--- config.mk ---
export PLATFORM = sky130hd
export DESIGN_NAME = audio_dc_block_limiter_top_flat
export DESIGN_NICKNAME = d
export VERILOG_FILES = /design/src/rtl/adbl_pkg.sv /design/src/rtl/adbl_in_if.sv /design/src/rtl/adbl_out_if.sv /design/src/rtl/adbl_mul.sv /design/src/rtl/adbl_regs.sv /design/src/rtl/adbl_core.sv /design/src/rtl/audio_dc_block_limiter_top.sv /design/src/flat_wrapper.sv
export SDC_FILE = /design/constraint.sdc
export NUM_CORES = 2
export LEC_CHECK = 0
export ABC_CLOCK_PERIOD_IN_PS = 21000
export BUFFER_PORTS_ARGS = -buffer_cell sky130_fd_sc_hd__buf_4
export CAP_MARGIN = 40
export CORE_MARGIN = 2
export CORE_UTILIZATION = 65
export CTS_CLUSTER_DIAMETER = 150
export CTS_CLUSTER_SIZE = 16
export DETAILED_ROUTE_END_ITERATION = 8
export PLACE_DENSITY = 0.82
export SYNTH_ARGS = -nofsm -noshare
export SYNTH_HDL_FRONTEND = slang
export SYNTH_HIERARCHICAL = 1
export SYNTH_SLANG_ARGS = --single-unit
--- constraint.sdc ---
create_clock -name clk -period 21 [get_ports clk]
set_input_delay 2.1 -clock clk [delete_from_list [all_inputs] [get_ports clk]]
set_output_delay 2.1 -clock clk [all_outputs]
set_load 0.01 [all_outputs]
--- src/rtl/adbl_pkg.sv ---
`default_nettype none

package adbl_pkg;

	// sample path formats
	localparam int FRAC_BITS   = 20;
	localparam int INPUT_SHIFT = 8;

	localparam int RAW_W   = 32;
	localparam int PCM_W   = 16;
	localparam int PEAK_W  = 16;
	localparam int COEF_W  = 20;
	localparam int LIM_W   = 15;
	localparam int ACC_W   = 46;
	localparam int ENV_W   = 45;
	localparam int X_W     = RAW_W - INPUT_SHIFT;
	localparam int DIFF_W  = X_W + 1;

	// shared multiplier: upper or lower part of a magnitude times a Q0.20 coefficient or the limit level
	localparam int MUL_A_W = ACC_W - COEF_W;
	localparam int MUL_B_W = COEF_W;
	localparam int MUL_P_W = MUL_A_W + MUL_B_W;
	localparam int RND_W   = COEF_W + 1;
	localparam int PM_W    = MUL_P_W + 1;
	localparam int SUM_W   = ((PM_W + 1) > (DIFF_W + FRAC_BITS) ?
		(PM_W + 1) : (DIFF_W + FRAC_BITS)) + 1;

	// limiter division
	localparam int QUOT_W  = 17;
	localparam int P_W     = ACC_W + LIM_W;
	localparam int PLO_W   = LIM_W + COEF_W;
	localparam int DIV_W   = ENV_W + QUOT_W;
	localparam int CMP_W   = (P_W > DIV_W) ? P_W : DIV_W;
	localparam int CNT_W   = $clog2(QUOT_W);

	localparam logic [QUOT_W-1:0] PCM_POS_MAX = QUOT_W'(32767);
	localparam logic [QUOT_W-1:0] PCM_NEG_MAX = QUOT_W'(32768);

	// configuration port
	localparam int DATA_W    = 32;
	localparam int ADDR_W    = 4;
	localparam int REG_IDX_W = ADDR_W - 2;

	localparam logic [REG_IDX_W-1:0] REG_DC_POLE        = REG_IDX_W'(0);
	localparam logic [REG_IDX_W-1:0] REG_ENVELOPE_DECAY = REG_IDX_W'(1);
	localparam logic [REG_IDX_W-1:0] REG_LIMIT_LEVEL    = REG_IDX_W'(2);

	localparam logic [COEF_W-1:0] DC_POLE_RST        = COEF_W'(1043333);
	localparam logic [COEF_W-1:0] ENVELOPE_DECAY_RST = COEF_W'(1048261);
	localparam logic [LIM_W-1:0]  LIMIT_LEVEL_RST    = LIM_W'(14000);

	typedef struct packed {
		logic [COEF_W-1:0] dc_pole;
		logic [COEF_W-1:0] envelope_decay;
		logic [LIM_W-1:0]  limit_level;
	} cfg_t;

	typedef enum logic [3:0] {
		ST_IDLE,
		ST_POLE_LO,
		ST_POLE_HI,
		ST_DCB,
		ST_DECAY_HI,
		ST_ENV,
		ST_LIM_HI,
		ST_PROD,
		ST_DIV_CHK,
		ST_DIV,
		ST_DONE
	} state_t;

endpackage

`default_nettype wire

--- src/rtl/adbl_in_if.sv ---
`default_nettype none

interface adbl_in_if import adbl_pkg::*; ();
	logic                    valid;
	logic                    ready;
	logic signed [RAW_W-1:0] raw_word;

	modport source (output valid, output raw_word, input ready);
	modport sink   (input valid, input raw_word, output ready);
endinterface

`default_nettype wire

--- src/rtl/adbl_out_if.sv ---
`default_nettype none

interface adbl_out_if import adbl_pkg::*; ();
	logic                    valid;
	logic                    ready;
	logic signed [PCM_W-1:0] pcm;
	logic [PEAK_W-1:0]       peak_level;
	logic                    limiting;

	modport source (output valid, output pcm, output peak_level, output limiting, input ready);
	modport sink   (input valid, input pcm, input peak_level, input limiting, output ready);
endinterface

`default_nettype wire

--- src/rtl/adbl_mul.sv ---
`default_nettype none

module adbl_mul import adbl_pkg::*; (
	input  wire logic               clk,
	input  wire logic [MUL_A_W-1:0] a,
	input  wire logic [MUL_B_W-1:0] b,
	output logic      [MUL_P_W-1:0] prod_q
);

	always_ff @(posedge clk) begin
		prod_q <= a * b;
	end

endmodule

`default_nettype wire

--- src/rtl/adbl_regs.sv ---
`default_nettype none

module adbl_regs import adbl_pkg::*; (
	input  wire logic              clk,
	input  wire logic              arst_n,
	input  wire logic              psel,
	input  wire logic              penable,
	input  wire logic              pwrite,
	input  wire logic [ADDR_W-1:0] paddr,
	input  wire logic [DATA_W-1:0] pwdata,
	output logic      [DATA_W-1:0] prdata,
	output logic                   pready,
	output cfg_t                   cfg
);

	cfg_t                 cfg_q;
	logic                 wr_en;
	logic [REG_IDX_W-1:0] idx;

	assign pready = 1'b1;
	assign wr_en  = psel && penable && pwrite;
	assign idx    = paddr[ADDR_W-1:2];
	assign cfg    = cfg_q;

	always_ff @(posedge clk or negedge arst_n) begin
		if (!arst_n) begin
			cfg_q.dc_pole        <= DC_POLE_RST;
			cfg_q.envelope_decay <= ENVELOPE_DECAY_RST;
			cfg_q.limit_level    <= LIMIT_LEVEL_RST;
		end else if (wr_en) begin
			unique case (idx)
				REG_DC_POLE:        cfg_q.dc_pole        <= pwdata[COEF_W-1:0];
				REG_ENVELOPE_DECAY: cfg_q.envelope_decay <= pwdata[COEF_W-1:0];
				REG_LIMIT_LEVEL:    cfg_q.limit_level    <= pwdata[LIM_W-1:0];
				default: ;
			endcase
		end
	end

	always_comb begin
		unique case (idx)
			REG_DC_POLE:        prdata = DATA_W'(cfg_q.dc_pole);
			REG_ENVELOPE_DECAY: prdata = DATA_W'(cfg_q.envelope_decay);
			REG_LIMIT_LEVEL:    prdata = DATA_W'(cfg_q.limit_level);
			default:            prdata = '0;
		endcase
	end

endmodule

`default_nettype wire

--- src/rtl/adbl_core.sv ---
`default_nettype none

module adbl_core import adbl_pkg::*; (
	input  wire logic clk,
	input  wire logic arst_n,
	input  wire cfg_t cfg,
	adbl_in_if.sink   sample,
	adbl_out_if.source result
);

	state_t state_q, state_d;

	// filter state
	logic [ACC_W-1:0]  hp_q;
	logic [X_W-1:0]    prev_q;
	logic [ENV_W-1:0]  env_q;
	logic [PEAK_W-1:0] peak_q;

	// per-sample working registers
	logic [X_W-1:0]    x_q;
	logic [RND_W-1:0]  rnd_q;
	logic [ACC_W-1:0]  a_q;
	logic              neg_q;
	logic [PLO_W-1:0]  plo_q;
	logic [P_W-1:0]    rem_q;
	logic [DIV_W-1:0]  div_q;
	logic [QUOT_W-1:0] quot_q;
	logic              sat_q;
	logic              lim_q;
	logic [CNT_W-1:0]  cnt_q;

	// output word
	logic                    out_valid_q;
	logic signed [PCM_W-1:0] pcm_q;
	logic [PEAK_W-1:0]       peak_out_q;
	logic                    lim_out_q;

	logic [MUL_A_W-1:0] mul_a;
	logic [MUL_B_W-1:0] mul_b;
	logic [MUL_P_W-1:0] prod_q;

	logic               accept;
	logic               out_free;
	logic               out_load;
	logic [ACC_W-1:0]   hp_mag;
	logic [MUL_P_W:0]   rnd_sum;
	logic [PM_W-1:0]    pm;
	logic [SUM_W-1:0]   pm_ext, pm_s, diff_ext, acc_sum;
	logic [DIFF_W-1:0]  diff;
	logic [SUM_W-ACC_W:0] acc_top;
	logic [ACC_W-1:0]   acc_sat;
	logic [ACC_W-1:0]   a_mag;
	logic [ENV_W-1:0]   ac;
	logic [ENV_W-1:0]   decayed;
	logic               ge;
	logic [ACC_W-1:0]   a_int;
	logic [QUOT_W-1:0]  m_sel;
	logic [PCM_W-1:0]   pcm_d;
	logic [PEAK_W-1:0]  pa;
	logic [PEAK_W-1:0]  peak_d;

	adbl_mul u_mul (
		.clk    (clk),
		.a      (mul_a),
		.b      (mul_b),
		.prod_q (prod_q)
	);

	assign accept   = sample.valid && sample.ready;
	assign out_free = !out_valid_q || result.ready;

	assign result.valid      = out_valid_q;
	assign result.pcm        = pcm_q;
	assign result.peak_level = peak_out_q;
	assign result.limiting   = lim_out_q;

	// datapath
	assign hp_mag  = hp_q[ACC_W-1] ? (~hp_q + ACC_W'(1)) : hp_q;
	assign rnd_sum = {1'b0, prod_q} + (MUL_P_W+1)'(1 << (COEF_W - 1));
	assign pm      = {1'b0, prod_q} + PM_W'(rnd_q);

	assign pm_ext   = SUM_W'(pm);
	assign pm_s     = hp_q[ACC_W-1] ? (~pm_ext + SUM_W'(1)) : pm_ext;
	assign diff     = {x_q[X_W-1], x_q} - {prev_q[X_W-1], prev_q};
	assign diff_ext = {{(SUM_W-DIFF_W-FRAC_BITS){diff[DIFF_W-1]}}, diff, {FRAC_BITS{1'b0}}};
	assign acc_sum  = pm_s + diff_ext;
	assign acc_top  = acc_sum[SUM_W-1:ACC_W-1];

	always_comb begin
		if ((&acc_top) || !(|acc_top)) begin
			acc_sat = acc_sum[ACC_W-1:0];
		end else if (acc_sum[SUM_W-1]) begin
			acc_sat = {1'b1, {(ACC_W-1){1'b0}}};
		end else begin
			acc_sat = {1'b0, {(ACC_W-1){1'b1}}};
		end
	end

	assign a_mag   = acc_sat[ACC_W-1] ? (~acc_sat + ACC_W'(1)) : acc_sat;
	assign ac      = a_q[ACC_W-1] ? {ENV_W{1'b1}} : a_q[ENV_W-1:0];
	assign decayed = pm[ENV_W-1:0];
	assign ge      = CMP_W'(rem_q) >= CMP_W'(div_q);

	// final magnitude, clamp and peak meter
	assign a_int = a_q >> FRAC_BITS;

	always_comb begin
		if (lim_q) begin
			m_sel = sat_q ? {QUOT_W{1'b1}} : quot_q;
		end else if (|a_int[ACC_W-1:QUOT_W]) begin
			m_sel = {QUOT_W{1'b1}};
		end else begin
			m_sel = a_int[QUOT_W-1:0];
		end
	end

	always_comb begin
		if (neg_q) begin
			pa    = (m_sel > PCM_NEG_MAX) ? PEAK_W'(PCM_NEG_MAX) : m_sel[PEAK_W-1:0];
			pcm_d = ~pa + PCM_W'(1);
		end else begin
			pa    = (m_sel > PCM_POS_MAX) ? PEAK_W'(PCM_POS_MAX) : m_sel[PEAK_W-1:0];
			pcm_d = pa;
		end
	end

	always_comb begin
		if (pa > peak_q) begin
			peak_d = pa;
		end else if (peak_q != '0) begin
			peak_d = peak_q - PEAK_W'(1);
		end else begin
			peak_d = '0;
		end
	end

	// next state
	always_comb begin
		state_d = state_q;
		unique case (state_q)
			ST_IDLE:     if (sample.valid) state_d = ST_POLE_LO;
			ST_POLE_LO:  state_d = ST_POLE_HI;
			ST_POLE_HI:  state_d = ST_DCB;
			ST_DCB:      state_d = ST_DECAY_HI;
			ST_DECAY_HI: state_d = ST_ENV;
			ST_ENV:      state_d = ST_LIM_HI;
			ST_LIM_HI:   state_d = ST_PROD;
			ST_PROD: begin
				if (env_q > (ENV_W'(cfg.limit_level) << FRAC_BITS)) state_d = ST_DIV_CHK;
				else state_d = ST_DONE;
			end
			ST_DIV_CHK:  state_d = ge ? ST_DONE : ST_DIV;
			ST_DIV:      if (cnt_q == '0) state_d = ST_DONE;
			ST_DONE:     if (out_free) state_d = ST_IDLE;
			default:     state_d = ST_IDLE;
		endcase
	end

	// outputs of the sequencer
	always_comb begin
		sample.ready = 1'b0;
		out_load     = 1'b0;
		mul_a        = '0;
		mul_b        = '0;
		unique case (state_q)
			ST_IDLE:     sample.ready = 1'b1;
			ST_POLE_LO: begin
				mul_a = MUL_A_W'(hp_mag[COEF_W-1:0]);
				mul_b = cfg.dc_pole;
			end
			ST_POLE_HI: begin
				mul_a = hp_mag[ACC_W-1:COEF_W];
				mul_b = cfg.dc_pole;
			end
			ST_DCB: begin
				mul_a = MUL_A_W'(env_q[COEF_W-1:0]);
				mul_b = cfg.envelope_decay;
			end
			ST_DECAY_HI: begin
				mul_a = MUL_A_W'(env_q[ENV_W-1:COEF_W]);
				mul_b = cfg.envelope_decay;
			end
			ST_ENV: begin
				mul_a = MUL_A_W'(a_q[COEF_W-1:0]);
				mul_b = MUL_B_W'(cfg.limit_level);
			end
			ST_LIM_HI: begin
				mul_a = a_q[ACC_W-1:COEF_W];
				mul_b = MUL_B_W'(cfg.limit_level);
			end
			ST_DONE:     out_load = out_free;
			default: ;
		endcase
	end

	// control and filter state
	always_ff @(posedge clk or negedge arst_n) begin
		if (!arst_n) begin
			state_q     <= ST_IDLE;
			hp_q        <= '0;
			prev_q      <= '0;
			env_q       <= '0;
			peak_q      <= '0;
			lim_q       <= 1'b0;
			cnt_q       <= '0;
			out_valid_q <= 1'b0;
		end else begin
			state_q <= state_d;
			if (state_q == ST_DCB) begin
				hp_q   <= acc_sat;
				prev_q <= x_q;
			end
			if (state_q == ST_ENV) env_q <= (ac > env_q) ? ac : decayed;
			if (state_q == ST_PROD) lim_q <= env_q > (ENV_W'(cfg.limit_level) << FRAC_BITS);
			if (state_q == ST_DIV_CHK) cnt_q <= CNT_W'(QUOT_W - 1);
			else if (state_q == ST_DIV) cnt_q <= cnt_q - CNT_W'(1);
			if (out_load) begin
				peak_q      <= peak_d;
				out_valid_q <= 1'b1;
			end else if (result.ready) begin
				out_valid_q <= 1'b0;
			end
		end
	end

	// working registers and output word
	always_ff @(posedge clk) begin
		if (accept) x_q <= sample.raw_word[RAW_W-1:INPUT_SHIFT];
		unique case (state_q)
			ST_POLE_HI, ST_DECAY_HI: rnd_q <= rnd_sum[COEF_W +: RND_W];
			ST_DCB: begin
				a_q   <= a_mag;
				neg_q <= acc_sat[ACC_W-1];
			end
			ST_LIM_HI: plo_q <= prod_q[PLO_W-1:0];
			ST_PROD: begin
				rem_q  <= P_W'({prod_q, {COEF_W{1'b0}}}) + P_W'(plo_q);
				div_q  <= {env_q, {QUOT_W{1'b0}}};
				quot_q <= '0;
				sat_q  <= 1'b0;
			end
			ST_DIV_CHK: begin
				sat_q <= ge;
				div_q <= div_q >> 1;
			end
			ST_DIV: begin
				if (ge) rem_q <= rem_q - P_W'(div_q);
				quot_q <= {quot_q[QUOT_W-2:0], ge};
				div_q  <= div_q >> 1;
			end
			default: ;
		endcase
		if (out_load) begin
			pcm_q      <= pcm_d;
			peak_out_q <= peak_d;
			lim_out_q  <= lim_q;
		end
	end

	// a new word always starts with the low half of the pole product
	a_accept_seq: assert property (@(posedge clk) disable iff (!arst_n)
		accept |=> state_q == ST_POLE_LO)
		else $error("sequencer did not start after a sample was taken");

	// only a limited sample with a nonzero envelope is divided
	a_div_lim: assert property (@(posedge clk) disable iff (!arst_n)
		state_q == ST_DIV |-> lim_q && (env_q != '0))
		else $error("division entered without limiting");

	// restoring division keeps the remainder below twice the divisor
	a_div_rem: assert property (@(posedge clk) disable iff (!arst_n)
		state_q == ST_DIV |-> (CMP_W+1)'(rem_q) < ((CMP_W+1)'(div_q) << 1))
		else $error("division remainder out of range");

	// a result appears only from the final step
	a_out_src: assert property (@(posedge clk) disable iff (!arst_n)
		$rose(out_valid_q) |-> $past(state_q) == ST_DONE)
		else $error("result word raised outside the final step");

endmodule

`default_nettype wire

--- src/rtl/audio_dc_block_limiter_top.sv ---
// sequence: a taken word runs through the multiply states; with gain reduction it then
//   runs up to the full 17-step division before its result is loaded into the output
// input: a new word is taken only in idle, after six passes through the one shared
//   26x20 multiplier and, when limiting, the one-bit-per-cycle restoring divider of the limiter
// reset: arst_n clears filter, envelope and peak state at once; registers return to
//   their default coefficients and limit; no clearing pass
`default_nettype none

module audio_dc_block_limiter_top import adbl_pkg::*; (
	input  wire logic              clk,
	input  wire logic              arst_n,
	adbl_in_if.sink                sample,
	adbl_out_if.source             result,
	input  wire logic              psel,
	input  wire logic              penable,
	input  wire logic              pwrite,
	input  wire logic [ADDR_W-1:0] paddr,
	input  wire logic [DATA_W-1:0] pwdata,
	output logic      [DATA_W-1:0] prdata,
	output logic                   pready
);

	// coefficient and limit registers: user writes only while no word is in flight
	cfg_t cfg;

	adbl_regs u_regs (
		.clk     (clk),
		.arst_n  (arst_n),
		.psel    (psel),
		.penable (penable),
		.pwrite  (pwrite),
		.paddr   (paddr),
		.pwdata  (pwdata),
		.prdata  (prdata),
		.pready  (pready),
		.cfg     (cfg)
	);

	// sequencer: dc blocker, envelope follower, limiter divide, clamp and peak meter;
	// the result word sits in an output register so the next word can be taken
	// while the previous result is still waiting on the sink
	adbl_core u_core (
		.clk    (clk),
		.arst_n (arst_n),
		.cfg    (cfg),
		.sample (sample),
		.result (result)
	);

endmodule

`default_nettype wire

--- src/flat_wrapper.sv ---
// flat-port wrapper written by rule: the top's interface ports become plain ports
module audio_dc_block_limiter_top_flat import adbl_pkg::*;
  (clk, arst_n, psel, penable, pwrite, paddr, pwdata, prdata, pready, sample_valid, sample_raw_word, sample_ready, result_valid, result_pcm, result_peak_level, result_limiting, result_ready);
  adbl_in_if sample_i ();
  adbl_out_if result_i ();
  input  wire logic clk;
  input  wire logic arst_n;
  input  wire logic psel;
  input  wire logic penable;
  input  wire logic pwrite;
  input  wire logic [ADDR_W-1:0] paddr;
  input  wire logic [DATA_W-1:0] pwdata;
  output logic      [DATA_W-1:0] prdata;
  output logic pready;
  input wire logic [$bits(sample_i.valid)-1:0] sample_valid;
  input wire logic [$bits(sample_i.raw_word)-1:0] sample_raw_word;
  output wire logic [$bits(sample_i.ready)-1:0] sample_ready;
  output wire logic [$bits(result_i.valid)-1:0] result_valid;
  output wire logic [$bits(result_i.pcm)-1:0] result_pcm;
  output wire logic [$bits(result_i.peak_level)-1:0] result_peak_level;
  output wire logic [$bits(result_i.limiting)-1:0] result_limiting;
  input wire logic [$bits(result_i.ready)-1:0] result_ready;
  assign sample_i.valid = sample_valid;
  assign sample_i.raw_word = sample_raw_word;
  assign sample_ready = sample_i.ready;
  assign result_valid = result_i.valid;
  assign result_pcm = result_i.pcm;
  assign result_peak_level = result_i.peak_level;
  assign result_limiting = result_i.limiting;
  assign result_i.ready = result_ready;
  audio_dc_block_limiter_top u_core (.clk(clk), .arst_n(arst_n), .sample(sample_i), .result(result_i), .psel(psel), .penable(penable), .pwrite(pwrite), .paddr(paddr), .pwdata(pwdata), .prdata(prdata), .pready(pready));
endmodule
==> impl_metrics.ini <==
[run_status]
status = finished, final reports clean

[clock_network]
cts-buffers-inserted = 39
cts_resized = 0
post_cts.repair.setup_buffers = 0
path_clk_slew_ns = 0.08
postCtsHoldBufs = 0
cts_root_buf = clkbuf_16
clk_path_buf_depth = 3
cts_sinks = 544
htreeDepth = 2
insertion_delay_ns = 0.61
cts_tree = built

[synth]
yosys.area_share.adder = 0.249
synth_seq_cells = 544
yosysTopAreaCellShare = 0.166
synth_top_family_by_area = adder cells
synth_compound_area_frac = 0.159
synth_area_sq_um = 54300
synthMuxAreaShare = 0.0222
yosys_warnings = 6
yosysMostFrequentCell = nand2_1
synth.top_cells.by_count = 781 x nand2_1, 713 x inv_1, 457 x o21ai_0
ys_top_cells_by_area = edfxtp_1 17%, fa_1 16%, ha_1 9.0%
syn_avg_cell_area_sq_um = 8.93
synth_top_cell_by_area = edfxtp_1
synth-simple-area-share = 0.167
synth-edff-count = 301
async_flop_share = 0.362
ys.flop_type = edfxtp_1
ys_types = 109
synth_xor_area_frac = 0.0550
synth_cells = 6085
seq_area_frac_synth = 0.275

[floorplanning]
die_y_microns = 293
core-area_sq_um = 83200
io_pins = 143
rows = 106
fp.dieArea_sq_um = 85900
initial_utilization = 0.654
dieWidth_microns = 293

[sta]
max-slew-margin-rel = 0.299
tightest_slew_ns = 1.04
rsz0062_at_grt = false
clock_skew_ns = 0.0334
fmax_mhz = 86.8
final-hold-violation-count = 0
tns_ns = 0
finalSetupViolCount = 0
period_share = 0.549
min_period_ns = 11.52
finalMaxSlewViolations = 0

[setup_path]
cp_common_cell = fa_1
arrival_ns = 11.99
critical-path-slowest-cell = fa_1
reg2regPathDepth = 37
crit_fanout = 20
start_kind = flop
end_kind = flop
worstPathRequired_ns = 21.47
critical_path_class = flop to flop
cp_slowest_stage_delay_ns = 0.57

[finish]
area_growth_pct = 6.18
fin_nets = 6936
seq_area_sq_um = 14900
fillers = 6507
final_core_util = 0.694
layout-drive-gt1-share = 0.0791
multi_input_area_sq_um = 35600
final_cells = 7154

[place]
port-buffer-count = 107
dp.cells = 7076
dp_hpwl_microns = 129000
gp_congestion = 1.02

[hold_path]
min_path_type = flop to flop
min_path_cells = 2

[grt]
grtUsageTotal = 0.397
gr-total-overflow = 0
busiest_layer = met2
gr-usage-met1 = 0.517
met3_usage = 0.0798
grt_pass1_vias = 45176
antenna_found_initial = 11
grt_start_max_net_pins = 90
gr-usage-met2 = 0.614
grt_pass1_wl_microns = 262000

[routing]
wl_microns = 170000
drc = 0
avgViaCountPerCell = 6.40
first_iter_violations = 5367
via_count = 45791
avgRoutedWirePerCell_microns = 23.8
ant_nets = 0
first_pass_iters = 8

[flow_run]
maxCapViolations = 0
registers in the layout (all words and copies together) (netlist names), 17 cells and up:
name / flops
u_core/u_core/div_q: 62
u_core/u_core/rem_q: 61
u_core/u_regs/cfg: 55
u_core/u_core/a_q: 46
u_core/u_core/hp_q: 46
u_core/u_core/u_mul/prod_q: 46
u_core/u_core/env_q: 45
u_core/u_core/plo_q: 35
u_core/u_core/prev_q: 24
u_core/u_core/x_q: 24
u_core/u_core/rnd_q: 21
u_core/u_core/quot_q: 17
logic make-up after synthesis:
kind of cell / after synthesis
compound gates: 1366
xor+xnor: 341
fa+ha+maj: 822
buf+inv: 1025
flops: 544
mux: 106
other cells: 2
simple gates: 1879
worst max-delay path: cells and delay by family (launching register included):
kind	cells	cell delay (ns)
AOI/OAI and AO/OA	8	2.20
xor gates and xnor gates	2	0.30
adders and majority gates	8	3.98
buffers and inverters	6	0.65
DFF	1	0.43
and+or+nand+nor	13	3.81
metrics by stage:
step | cell area (sq um) | worst slack (ns) | hold WS, ns
3_5_place_dp | 56500 | 9.76 | 0.475
5_1_grt | 57700 | 8.91 | 0.521
3_3_place_gp | 56000 | 9.88 | 0.469
2_1_floorplan | 54400 | 11.16 | 0.406
4_1_cts | 57700 | 9.70 | 0.495
6_report | 57700 | 9.48 | 0.491
routing by layer:
metal | part of all wire | vias up | wire, microns
met5 | 0.00035 | - | 60
met4 | 0.073 | 10 | 12400
met3 | 0.10 | 625 | 17400
met2 | 0.45 | 2520 | 75800
met1 | 0.38 | 22099 | 64400
li1 | - | 20537 | -
path summary, 6_finish.rpt:
| check | start | endpoint | slack, ns |
|---|---|---|---|
| setup / recovery | u_core/u_core/hp_q[3] | u_core/u_core/u_mul/prod_q[40] | 9.48 |
| hold / removal | u_core/u_core/x_q[4] | u_core/u_core/prev_q[4] | 0.49 |
| setup reg to reg | u_core/u_core/hp_q[3] | u_core/u_core/u_mul/prod_q[40] | 9.48 |
| hold reg to reg | u_core/u_core/x_q[4] | u_core/u_core/prev_q[4] | 0.49 |
| max in group asynchronous | arst_n | u_core/u_regs/cfg[17] | 17.54 |
| min in group asynchronous | arst_n | u_core/u_core/prev_q[13] | 1.57 |
placed cells by master (no fill, tap or decap), types with 35 or more instances in the layout:
master | synthesis | final
and3_1 | 36 | 36
xnor2_1 | 183 | 183
o21ai_1 | 29 | 39
nand2_1 | 781 | 779
nor3_1 | 67 | 64
a21o_1 | 119 | 119
nand4_1 | 65 | 65
or2_2 | 61 | 61
or3_1 | 44 | 44
nor2_1 | 268 | 264
o31ai_1 | 58 | 58
fa_1 | 433 | 433
nand2b_1 | 57 | 57
o21a_1 | 41 | 41
ha_1 | 389 | 389
o21ai_0 | 457 | 446
clkbuf_16 | 0 | 40
xor2_1 | 158 | 158
dfxtp_1 | 46 | 46
mux2i_1 | 48 | 48
nor4_1 | 40 | 39
a21oi_1 | 301 | 299
edfxtp_1 | 301 | 301
and2_1 | 261 | 261
buf_4 | 15 | 191
inv_1 | 713 | 711
mux2_2 | 38 | 38
dfstp_2 | 35 | 35
dfrtp_1 | 162 | 161
nor2b_1 | 44 | 44
nand3_1 | 92 | 91
cell type report:
class                      instances  share of cell area
antenna                            4            0.000173
sequential                       544               0.259
timing repair buffer             214              0.0338
multi-input combinational       4527               0.618
clock buffer                      70              0.0193
inverter                         713              0.0464
tap                             1080              0.0234
clock inverter                     2            0.000434
Power is left out: the tool's default activity adds up to more than one toggle a clock period on the data nets, which glitch-free logic cannot reach.
